File: config.mk
export PLATFORM = sky130hd
export DESIGN_NAME = pcs_queue
export DESIGN_NICKNAME = d
export VERILOG_FILES = /design/src/hw/rtl/pcs_pkg.sv /design/src/hw/rtl/pcs_queue.sv
export SDC_FILE = /design/constraint.sdc
export NUM_CORES = 1
export LEC_CHECK = 0
export BUFFER_PORTS_ARGS = -buffer_cell sky130_fd_sc_hd__buf_2
export CAP_MARGIN = 20
export CORE_ASPECT_RATIO = 0.9
export CORE_MARGIN = 1.5
export CORE_UTILIZATION = 48
export CTS_CLUSTER_SIZE = 8
export DETAILED_ROUTE_END_ITERATION = 12
export PLACE_DENSITY = 0.74
export SLEW_MARGIN = 0
export SYNTH_ARGS = -nofsm -noshare
export SYNTH_HDL_FRONTEND = slang
export SYNTH_SLANG_ARGS = --single-unit
File: constraint.sdc
create_clock -name aclk -period 21.4 [get_ports aclk]
set_input_delay 1.07 -clock aclk [delete_from_list [all_inputs] [get_ports aclk]]
set_output_delay 1.07 -clock aclk [all_outputs]
set_load 0.01 [all_outputs]
File: src/hw/rtl/pcs_pkg.sv
// ----------------------------------------------------------------------------
// pcs_pkg
// Shared types and constants of the streaming Pearson correlation block.
// ----------------------------------------------------------------------------
package pcs_pkg;

    localparam int SUM_W = 32;
    localparam int SQ_W  = 56;
    localparam int CNT_W = 9;
    localparam int COR_W = 16;
    localparam int Q_W   = 15;
    localparam int ACC_W = 160;

    localparam logic [Q_W-1:0] Q_ONE = 15'd16384;
    localparam logic [3:0]     Q_TOP_BIT = 4'd14;

    // finished series sums handed from the front end to the back end
    typedef struct packed {
        logic [SUM_W-1:0] sum_price;
        logic [SUM_W-1:0] sum_volume;
        logic [SQ_W-1:0]  sum_price_sq;
        logic [SQ_W-1:0]  sum_volume_sq;
        logic [SQ_W-1:0]  sum_cross;
        logic [CNT_W-1:0] pairs;
        logic             overflowed;
    } pcs_series_t;

    // multi-limb product jobs run on the shared multiplier
    typedef enum logic [3:0] {
        OP_NSXY,
        OP_SXSY,
        OP_NSXX,
        OP_SXSX,
        OP_NSYY,
        OP_SYSY,
        OP_NN,
        OP_PV,
        OP_SQ,
        OP_LHS
    } pcs_op_t;

    typedef enum logic [3:0] {
        ST_IDLE,
        ST_MUL,
        ST_ADD,
        ST_WB,
        ST_SUB,
        ST_CHECK,
        ST_TRY,
        ST_CMP,
        ST_OUT
    } pcs_state_t;

endpackage

File: src/hw/rtl/pcs_queue.sv
// ----------------------------------------------------------------------------
// pcs_queue
// Two-entry queue of finished series between the front and back ends.
// ----------------------------------------------------------------------------
module pcs_queue (
    input  logic                 aclk,
    input  logic                 aresetn,
    input  logic                 in_valid,
    output logic                 in_ready,
    input  pcs_pkg::pcs_series_t in_data,
    output logic                 out_valid,
    input  logic                 out_ready,
    output pcs_pkg::pcs_series_t out_data
);
    import pcs_pkg::*;

    pcs_series_t entry_reg [2];
    logic        wr_ptr_reg, rd_ptr_reg;
    logic [1:0]  count_reg;
    logic        push, pop;

    assign in_ready  = count_reg != 2'd2;
    assign out_valid = count_reg != 2'd0;
    assign out_data  = entry_reg[rd_ptr_reg];
    assign push      = in_valid && in_ready;
    assign pop       = out_valid && out_ready;

    always_ff @(posedge aclk) begin
        if (!aresetn) begin
            wr_ptr_reg <= 1'b0;
            rd_ptr_reg <= 1'b0;
            count_reg  <= 2'd0;
        end else begin
            if (push) wr_ptr_reg <= !wr_ptr_reg;
            if (pop)  rd_ptr_reg <= !rd_ptr_reg;
            count_reg <= count_reg + 2'(push) - 2'(pop);
        end
    end

    always_ff @(posedge aclk) begin
        if (push) begin
            entry_reg[wr_ptr_reg] <= in_data;
        end
    end

endmodule

### Word-level counts from Yosys, hierarchy flattened

Memories as Yosys holds them, arrays and structs flattened. A register that Yosys moved wholly into a read port is not among the register bits.
Cells that the tools add are included.

* register bits: 4
* RAM bits: 484
* bits of input ports: 246
* word-level logic and storage cells: 16
* memories kept: 1

* $add $sub $neg: 2
* eq/ne operators: 1
* multiplexer cells: 4
* reductions and logical operators: 5

Memories
* entry_reg: depth 2, bits a word 242, rd ports 1, clocked after Yosys merged registers in 1, write ports 1, line pcs_queue.sv:17 `pcs_series_t entry_reg [2];`

Operators with widths (count)
* two-way mux 1 bit: 4
* adder 2 x 1 -> 2 bit: 1
* logical AND 1 bit: 2
* logical NOT 1 bit: 2
* != test 2 bit (second input constant): 1
* nonzero test 2 bit: 1
* subtractor 2 x 1 -> 2 bit: 1

### Depth between registers and ports, before layout

Gate-level depths: netlist of run 1.

* depth after elaboration: 4
* mapped depth: 6
* mapped depth without buffers: 6

### Worst setup path after synthesis of run 1

Ideal clock, no wire load.

* path kind: input to register
* start point: input port in_valid
* end point: memory entry_reg[1][0] (netlist name) (enable)
* setup time: 0.635 ns
* arrival: 6.636 ns
* data required time: 20.765 ns
* setup slack: 14.130 ns
* stages: 1
* path through: and3_1

* cells in the longest elaborated chain, start to end: 3

RTL lines
* from (decl): line pcs_queue.sv:8 `input logic in_valid,`
* logical AND 1 bit: line pcs_queue.sv:25 `assign push = in_valid && in_ready;`
* two-way mux 1 bit: line pcs_queue.sv:41 `if (push) begin`
* two-way mux 1 bit (implied by the code): line pcs_queue.sv:42 `entry_reg[wr_ptr_reg] <= in_data;`
* to (decl): line pcs_queue.sv:17

No other way between the ends.

==> flow_summary_export.csv, run 1 <==
group,metric,value,unit
status,status,"finished clean",
logic_synthesis,synthDominantCellAreaShare,78.7,%
floorplanning,die-area,39600,µm²
worst_hold_path,min_from,"rd_ptr_reg",
place,dp_hpwl,26.7,mm
drt,drt_pre_antenna_iters,5,
critical_path,worstSetupPathType,"reg -> out",
global_route,grt_overflow,0,
timing,tightest_slew,1.10,ns
timing,setup_viol,0,
logic_synthesis,netlist_instances,783,
logic_synthesis,synth_area_per_cell,23.6,µm²
timing,finalHoldViolCount,0,
logic_synthesis,synth.cell_area,18500,µm²
logic_synthesis,synthTopCellsByArea,"edfxtp_1 79%, mux2_4 15%, mux2_2 3.8%, buf_6 1.3%, dfxtp_1 0.54%",
place,gp_congestion,0.819,
logic_synthesis,ys_types,25,
global_route,gr-usage-all-layers,19.3,%
pwr,powerDensity,117,nW/µm²
place,io_buffer_count,489,
floorplanning,die_w,210,µm
worst_hold_path,hold_class,"reg -> reg",
clocking,cts_tree,"done",
critical_path,crit_arrival,3.66,ns
place,placed_area,21300,µm²
final_layout,fillers,2637,
critical_path,worstSetupEndpointType,"primary output",
critical_path,critPathMaxFanout,63,
floorplanning,die_y,189,µm
timing,setup_tns,0,ns
critical_path,cp-start-kind,"register",
drt,top_layer,"met5",
critical_path,regToRegEndpoint,"entry_reg[1][124]",
floorplanning,rows,67,
critical_path,reg2reg_from,"count_reg[0]",
timing,clock-skew-final,0.0117,ns
drt,route.met2.wl,19.8,mm
critical_path,crit_top_cell,"buf_4",
clocking,root_buffer,"clkbuf_16",
worst_hold_path,whs_endpoint,"rd_ptr_reg",
critical_path,rrSetupSlack,17.96,ns
global_route,grt_pass1_vias,9752,
global_route,grt_pass1_wl,56.8,mm
drt,drc,0,
global_route,grt_max_degree,94,
clocking,post_cts_resized,0,
drt,postRouteAntennaNets,0,
drt,wire_per_inst,21.2,µm
clocking,path_clk_slew,0.05,ns
logic_synthesis,syn_nets,1030,
clocking,htreeDepth,3,
drt,wirelength,39.1,mm
floorplanning,start_util,49.2,%
critical_path,worst_path_max_delay_cell,"buf_4",
timing,rsz0062_at_grt,"false",
final_layout,areaGrowthSynthToFinish,26.5,%
critical_path,r2r_cells,4,
pwr,leakage,9.10,nW
final_layout,post-route-cell-area,23400,µm²
floorplanning,core_area,37600,µm²
global_route,antenna_found_initial,17,
drt,via_count,9325,
logic_synthesis,ys_seq_area_share,79.3,%
logic_synthesis,synth_largest_area_cell,"edfxtp_1",
drt,met1_length,14.5,mm
timing,timing.fmax,0.211,GHz
clocking,cts_setup_buffers,0,
timing,fin_crit_sh,22.1,%
final_layout,largest_register_ffs,484,
critical_path,path_cells,"buf_4 > buf_4 > mux2_4 > buf_2",
critical_path,worstPathRequired,20.33,ns
timing,slew_viol_final,0,
drt,dr_wl_met3,3.46,mm
clocking,worstSkewPairLatency,0.56,ns
clocking,numCtsBuffers,71,
final_layout,final_nets,1575,
floorplanning,ios,490,
logic_synthesis,yosysWarnings,0,
drt,drtIter0Drc,649,
logic_synthesis,synth_seq_cells,489,
drt,routed_via_density,5.07,
pwr,peakVddDrop,105,µV
clocking,cts_sinks,489,
worst_hold_path,holdPathStages,2,
final_layout,drive_gt1_share,61.3,%
final_layout,layout_common_cells,"489 x buf_2, 484 x edfxtp_1, 180 x mux2_4",
clocking,postCtsHoldBufs,0,
timing,slew_headroom,26.4,%
clocking,clock_path_buffers,3,
critical_path,max_stage_delay,0.88,ns
job,max_cap_viol_count,0,
timing,finalCriticalPeriod,4.73,ns
final_layout,layout_commonest_cell,"buf_2",
report_power, final:
group	leakage, nW	total (mW)	internal [mW]	switching [mW]
clock network	0.961	0.991	0.625	0.366
logic	3.56	0.541	0.275	0.266
registers	4.57	1.20	1.17	0.0346
total	9.10	2.73	2.07	0.667
worst max path at each step:
stage | to | depth (start not counted) | slack, ns | startpoint
4_1_cts | out_data[137] | 4 | 16.19 | register
6_report | out_data[137] | 4 | 16.67 | register
3_5_place_dp | out_data[137] | 4 | 16.82 | register
2_1_floorplan | entry_reg[1][0] | 1 | 14.13 | in_valid
5_1_grt | out_data[137] | 4 | 16.50 | register
3_3_place_gp | out_data[137] | 4 | 16.84 | register
logic make-up (layout without fill, tap and decap cells):
kind of cell             count (synthesis)  count (layout)  share of synthesized area [%]
flip-flops                             489             489                           79.3
multiplexers                           242             242                           18.4
buffers and inverters                   29             593                           1.48
AND/OR/NAND/NOR                         15              15                          0.474
AO/OA/AOI/OAI                            6               6                          0.237
adder cells (fa/ha/maj)                  1               1                         0.0678
XOR/XNOR                                 1               1                         0.0475
other                                    0              11                              0
per-stage QoR:
step | power, mW | setup WS (ns) | instances | util, % | hold WS (ns)
after floorplan | 1.60 | 14.13 | 783 | - | 0.472
after global placement | 1.76 | 16.84 | 1736 | 56.8 | 0.483
after detailed placement | 1.76 | 16.82 | 1736 | 56.8 | 0.493
after CTS | 2.76 | 16.19 | 1828 | 62.0 | 0.516
after global routing | 2.84 | 16.50 | 1838 | 62.2 | 0.548
final | 2.73 | 16.67 | 1841 | 62.2 | 0.504
area by class of cell:
class	instances	area, µm²	share of cell area [%]
inverters	2	15.0	0.0643
repair buffers	499	2550	10.9
clock inverters	5	68.8	0.295
well taps	483	604	2.59
clock buffers	87	1900	8.14
multi-input cells	265	3560	15.2
diodes	11	27.5	0.118
flip-flops and latches	489	14600	62.7
Yosys cell counts:
master,count
a21oi_1,1
a21bo_2,1
nand2b_1,1
inv_1,2
or2_2,1
nand3_1,1
and3_1,2
nor2_1,4
nor4bb_1,1
o31a_1,1
nor3_1,1
nand3b_1,1
ha_1,1
buf_6,21
o21ai_0,2
nor4_1,1
mux2_4,180
o21ba_2,1
dfxtp_1,5
edfxtp_1,484
and2_1,1
and2b_1,1
xor2_1,1
buf_2,6
mux2_2,62
layer usage:
layer	up-vias	GRT usage [%]
met5	-	0
met4	14	8.30
met3	102	8.06
met2	400	32.5
met1	4584	21.7
li1	4225	-
critical path: cells and delay by family (launching register included):
family   cells  cell delay (ns)
buf+inv      3             1.83
mux          1             0.36
flops        1             0.70
Power figures use the tool's default switching activity.
==> inputs of run 2 (changes only) <==
CORE_UTILIZATION = 47   (was 48)
PLACE_DENSITY = 0.75   (was 0.74)
clock period = 4.3 ns   (was 21.4 ns; I/O delays follow)
==> flow_summary_export.csv, run 2 (synthesized netlist as in run 1, its figures left out) <==
group,metric,value,unit
clocking,cts_sinks,489,
timing,slew_viol_final,0,
critical_path,critical_path_buf_inv_count,3,
global_route,grt_pass1_wl,67.0,mm
critical_path,rrSetupSlack,1.44,ns
timing,setup_viol,0,
critical_path,critPathMaxFanout,70,
timing,finalHoldViolCount,0,
pwr,peakVddDrop,384,µV
final_layout,layout_common_cells,"489 x buf_2, 484 x edfxtp_1, 243 x dlygate4sd3_1",
final_layout,final_nets,1823,
floorplanning,ios,490,
timing,tightest_slew,0.932,ns
critical_path,worstPathRequired,4.48,ns
clocking,clock_path_buffers,3,
final_layout,drive_gt1_share,52.2,%
global_route,grt_pass1_vias,11700,
critical_path,worst_path_max_delay_cell,"buf_4",
critical_path,worstSetupEndpointType,"register",
place,gp_congestion,0.779,
floorplanning,start_util,47.9,%
clocking,numCtsBuffers,71,
clocking,path_clk_slew,0.05,ns
worst_hold_path,whs_endpoint,"wr_ptr_reg",
drt,routed_via_density,5.01,
timing,timing.fmax,0.349,GHz
critical_path,crit_top_cell,"buf_4",
critical_path,crit_arrival,3.04,ns
timing,slew_headroom,37.9,%
floorplanning,core_area,38500,µm²
worst_hold_path,holdPathStages,3,
clocking,cts_setup_buffers,0,
place,dp_hpwl,26.3,mm
clocking,root_buffer,"clkbuf_16",
drt,drtIter0Drc,660,
critical_path,regToRegEndpoint,"entry_reg[0][160]",
drt,wirelength,46.4,mm
final_layout,final_util,67.1,%
timing,finalCriticalPeriod,2.86,ns
critical_path,path_cells,"nand2b_4 > nand3b_1 > clkinvlp_4 > buf_4 > buf_4",
worst_hold_path,hold_class,"in -> reg",
critical_path,cp-start-kind,"register",
pwr,leakage,10.1,nW
floorplanning,die-area,40500,µm²
clocking,htreeDepth,3,
critical_path,r2r_cells,5,
pwr,powerDensity,538,nW/µm²
global_route,grt_max_degree,97,
timing,clock-skew-final,0.0195,ns
global_route,gr-usage-all-layers,22.4,%
place,placed_area,21500,µm²
floorplanning,die_y,191,µm
worst_hold_path,min_from,"in_valid",
drt,postRouteAntennaNets,0,
final_layout,largest_register_ffs,484,
drt,drc,0,
timing,fin_crit_sh,66.6,%
final_layout,post-route-cell-area,25900,µm²
job,max_cap_viol_count,0,
global_route,grt_overflow,0,
critical_path,max_stage_delay,0.85,ns
floorplanning,die_w,212,µm
status,status,"finished clean",
global_route,antenna_found_initial,4,
critical_path,cp.depth,5,
final_layout,areaGrowthSynthToFinish,40.2,%
timing,rsz0062_at_grt,"false",
drt,via_count,10700,
drt,drt_pre_antenna_iters,5,
final_layout,layout_commonest_cell,"buf_2",
floorplanning,rows,68,
critical_path,reg2reg_from,"count_reg[0]",
critical_path,worstSetupPathType,"reg -> reg",
place,io_buffer_count,489,
clocking,cts_tree,"done",
critical_path,crit_family,"buffers and inverters",
clocking,worstSkewPairLatency,0.57,ns
drt,wire_per_inst,21.8,µm
## run 2: cell types whose count changed in the layout (fill, tap and decap cells not counted), moves of 2 or more
cell | before | now
diode_2 | 11 | 6
clkinvlp_4 | 0 | 2
buf_12 | 2 | 7
dfxtp_2 | 0 | 2
dlygate4sd3_1 | 0 | 243
dfxtp_1 | 4 | 2
clkbuf_16 | 74 | 72
## run 2: routing by layer
| metal | routed length [µm] | vias up | global-route usage [%] | part of all wire [%] |
|---|---|---|---|---|
| met4 | 1480 | 0 | 10.2 | 3.2 |
| li1 | - | 4716 | - | - |
| met3 | 3870 | 92 | 6.88 | 8.3 |
| met5 | 0 | - | 0 | 0 |
| met1 | 16600 | 5333 | 24.6 | 36 |
| met2 | 24400 | 512 | 39.6 | 53 |
## run 2: worst max-delay path by stage
| stage | startpoint | end |
|---|---|---|
| after CTS | count_reg[0] | entry_reg[0][137] |
| final | count_reg[0] | entry_reg[0][160] |
| after floorplan | count_reg[0] | entry_reg[0][0] |
| after detailed placement | count_reg[0] | entry_reg[0][154] |
| after global routing | count_reg[0] | entry_reg[0][67] |
| after global placement | count_reg[0] | entry_reg[0][158] |
## run 2: worst register-to-register path, cell delays in order, from the launching register on
cell and delay, ns:
dfxtp_2 0.39, nand2b_4 0.18, nand3b_1 0.15, clkinvlp_4 0.12
buf_4 0.67, buf_4 0.91
## run 2: stage by stage
| step | power [mW] | setup WS [ns] | TNS, ns | hold WS (ns) | std cells |
|---|---|---|---|---|---|
| after floorplan | 7.91 | -0.341 | -82.58 | 0.314 | 783 |
| after global placement | 8.80 | 1.56 | 0 | 0.403 | 1785 |
| after detailed placement | 8.85 | 1.48 | 0 | 0.406 | 1785 |
| after CTS | 13.9 | 1.48 | 0 | 0.0269 | 2120 |
| after global routing | 14.4 | 1.29 | 0 | 0.0709 | 2124 |
| final | 13.9 | 1.44 | 0 | 0.0936 | 2126 |
## run 2: layout make-up
cell class,count,area [µm²]
diodes,6,15.0
clock buffers,86,1850
clock inverters,6,53.8
fillers,2399,12700
inverters,2,11.3
multi-input cells,265,3570
flip-flops and latches,489,14600
well taps,525,657
repair buffers,747,5080
## run 2: what timing repair did
item / CTS / global route
resized for setup: 0 / 0
hold buffers: 243 / 0
hold endpoints to repair: 489 / 0
## run 2: report_power, final
group	internal, mW	switching [mW]	leakage [nW]
Clock	2.99	1.89	0.926
Combinational	1.54	1.48	4.62
Sequential	5.81	0.199	4.57
Total	10.3	3.57	10.1
==> inputs of run 3 (changes only) <==
CORE_UTILIZATION = 48   (was 47)
PLACE_DENSITY = 0.74   (was 0.75)
clock period = 2.9 ns   (was 4.3 ns; I/O delays follow)
==> flow_summary_export.csv, run 3 (synthesized netlist as in run 1, its figures left out) <==
group,metric,value,unit
critical_path,worstSetupEndpointType,"primary output",
critical_path,worstPathRequired,2.76,ns
floorplanning,core_area,37600,µm²
worst_hold_path,hold_class,"in -> reg",
final_layout,largest_register_ffs,484,
timing,finalCriticalPeriod,2.40,ns
floorplanning,die_w,210,µm
critical_path,critical_path_buf_inv_count,3,
drt,via_count,10500,
drt,postRouteAntennaNets,0,
drt,routed_via_density,5.05,
floorplanning,start_util,49.2,%
critical_path,cp-start-kind,"register",
timing,fin_crit_sh,82.7,%
global_route,grt_pass1_wl,66.3,mm
drt,drc,0,
timing,setup_viol,0,
clocking,clock_path_buffers,3,
final_layout,final_util,69.1,%
clocking,cts_tree,"done",
clocking,numCtsBuffers,71,
place,placed_area,21600,µm²
place,dp_hpwl,26.7,mm
floorplanning,die_y,189,µm
final_layout,layout_commonest_cell,"buf_2",
pwr,peakVddDrop,573,µV
critical_path,crit_top_cell,"buf_12",
critical_path,worst_path_max_delay_cell,"dfxtp_4",
clocking,cts_setup_buffers,0,
clocking,htreeDepth,3,
pwr,leakage,10.2,nW
timing,finalWorstSetupSlack,0.501,ns
global_route,gr-usage-all-layers,22.4,%
final_layout,layout_common_cells,"489 x buf_2, 484 x edfxtp_1, 245 x dlygate4sd3_1",
clocking,root_buffer,"clkbuf_16",
timing,slew_viol_final,0,
final_layout,fillers,2272,
pwr,report.power.total,20.5,mW
place,io_buffer_count,489,
drt,wirelength,44.8,mm
global_route,grt_pass1_vias,11700,
timing,timing.fmax,0.417,GHz
worst_hold_path,min_from,"in_data[34]",
pwr,powerDensity,789,nW/µm²
status,status,"finished clean",
drt,drt_pre_antenna_iters,4,
timing,slew_headroom,56.1,%
global_route,grt_overflow,0,
critical_path,crit_family,"buffers and inverters",
clocking,cts_sinks,489,
timing,finalHoldViolCount,0,
floorplanning,die-area,39600,µm²
timing,rsz0062_at_grt,"false",
floorplanning,rows,67,
final_layout,drive_gt1_share,52.7,%
drt,drtIter0Drc,639,
critical_path,max_stage_delay,0.56,ns
drt,wire_per_inst,21.5,µm
timing,hold_ws,0.295,ns
critical_path,path_cells,"buf_12 > buf_12 > mux2_4 > buf_2",
critical_path,crit_arrival,2.25,ns
critical_path,worstSetupPathType,"reg -> out",
place,place_ws,1.04,ns
clocking,worstSkewPairLatency,0.57,ns
clocking,post_cts_resized,0,
timing,tightest_slew,0.658,ns
final_layout,post-route-cell-area,25900,µm²
place,gp_congestion,0.826,
final_layout,areaGrowthSynthToFinish,40.5,%
critical_path,reg2reg_from,"count_reg[0]",
clocking,path_clk_slew,0.05,ns
final_layout,final_nets,1837,
job,max_cap_viol_count,0,
global_route,grt_max_degree,103,
global_route,antenna_found_initial,2,
floorplanning,ios,490,
critical_path,critPathMaxFanout,32,
timing,clock-skew-final,0.0179,ns
==> run 3: cell count changes in the layout (fill, tap and decap cells not counted), moves of 2 or more <==
| cell | previous run | this run |
|---|---|---|
| buf_12 | 7 | 12 |
| diode_2 | 6 | 2 |
| dlygate4sd3_1 | 243 | 245 |
| clkbuf_1 | 14 | 7 |
| buf_4 | 8 | 15 |
==> run 3: final timing paths <==
path                       endpoint  slack (ns)  cells past startpoint
hold / removal     entry_reg[0][34]        0.30                      2
setup reg to reg  entry_reg[1][216]        1.04                      4
hold reg to reg            register        0.51                      2
setup / recovery      out_data[233]        0.50                      4
==> run 3: metal layers <==
| layer | vias to the layer above | wire (µm) | global-route usage, % |
|---|---|---|---|
| met5 | - | 10 | 0 |
| met4 | 2 | 1870 | 11.4 |
| li1 | 4733 | - | - |
| met3 | 128 | 3050 | 6.44 |
| met2 | 449 | 23600 | 39.5 |
| met1 | 5218 | 16200 | 24.7 |
==> run 3: metrics by stage <==
stage          setup TNS (ns)  cells
6_report                    0   2085
5_1_grt                     0   2084
2_1_floorplan         -667.23    783
3_3_place_gp                0   1755
3_5_place_dp                0   1755
4_1_cts                     0   2083
==> run 3: area by class of cell <==
cell class | instances | area, µm² | share of cell area [%]
antenna | 2 | 5.00 | 0.0193
tap | 483 | 604 | 2.33
timing repair buffer | 761 | 5250 | 20.2
sequential | 489 | 14600 | 56.4
clock buffer | 78 | 1800 | 6.95
inverter | 2 | 11.3 | 0.0434
multi-input combinational | 265 | 3570 | 13.7
clock inverter | 5 | 58.8 | 0.227
==> run 3: report_power, final <==
group	leakage [nW]	internal [mW]	switching [mW]
clock	0.910	4.34	2.74
sequential	4.57	8.61	0.236
combinational	4.71	2.34	2.20
==> run 3: repair_timing <==
| item | CTS | global route |
|---|---|---|
| hold endpoints to repair | 489 | 0 |
| hold buffers | 245 | 0 |
| setup endpoints to repair | 0 | 0 |
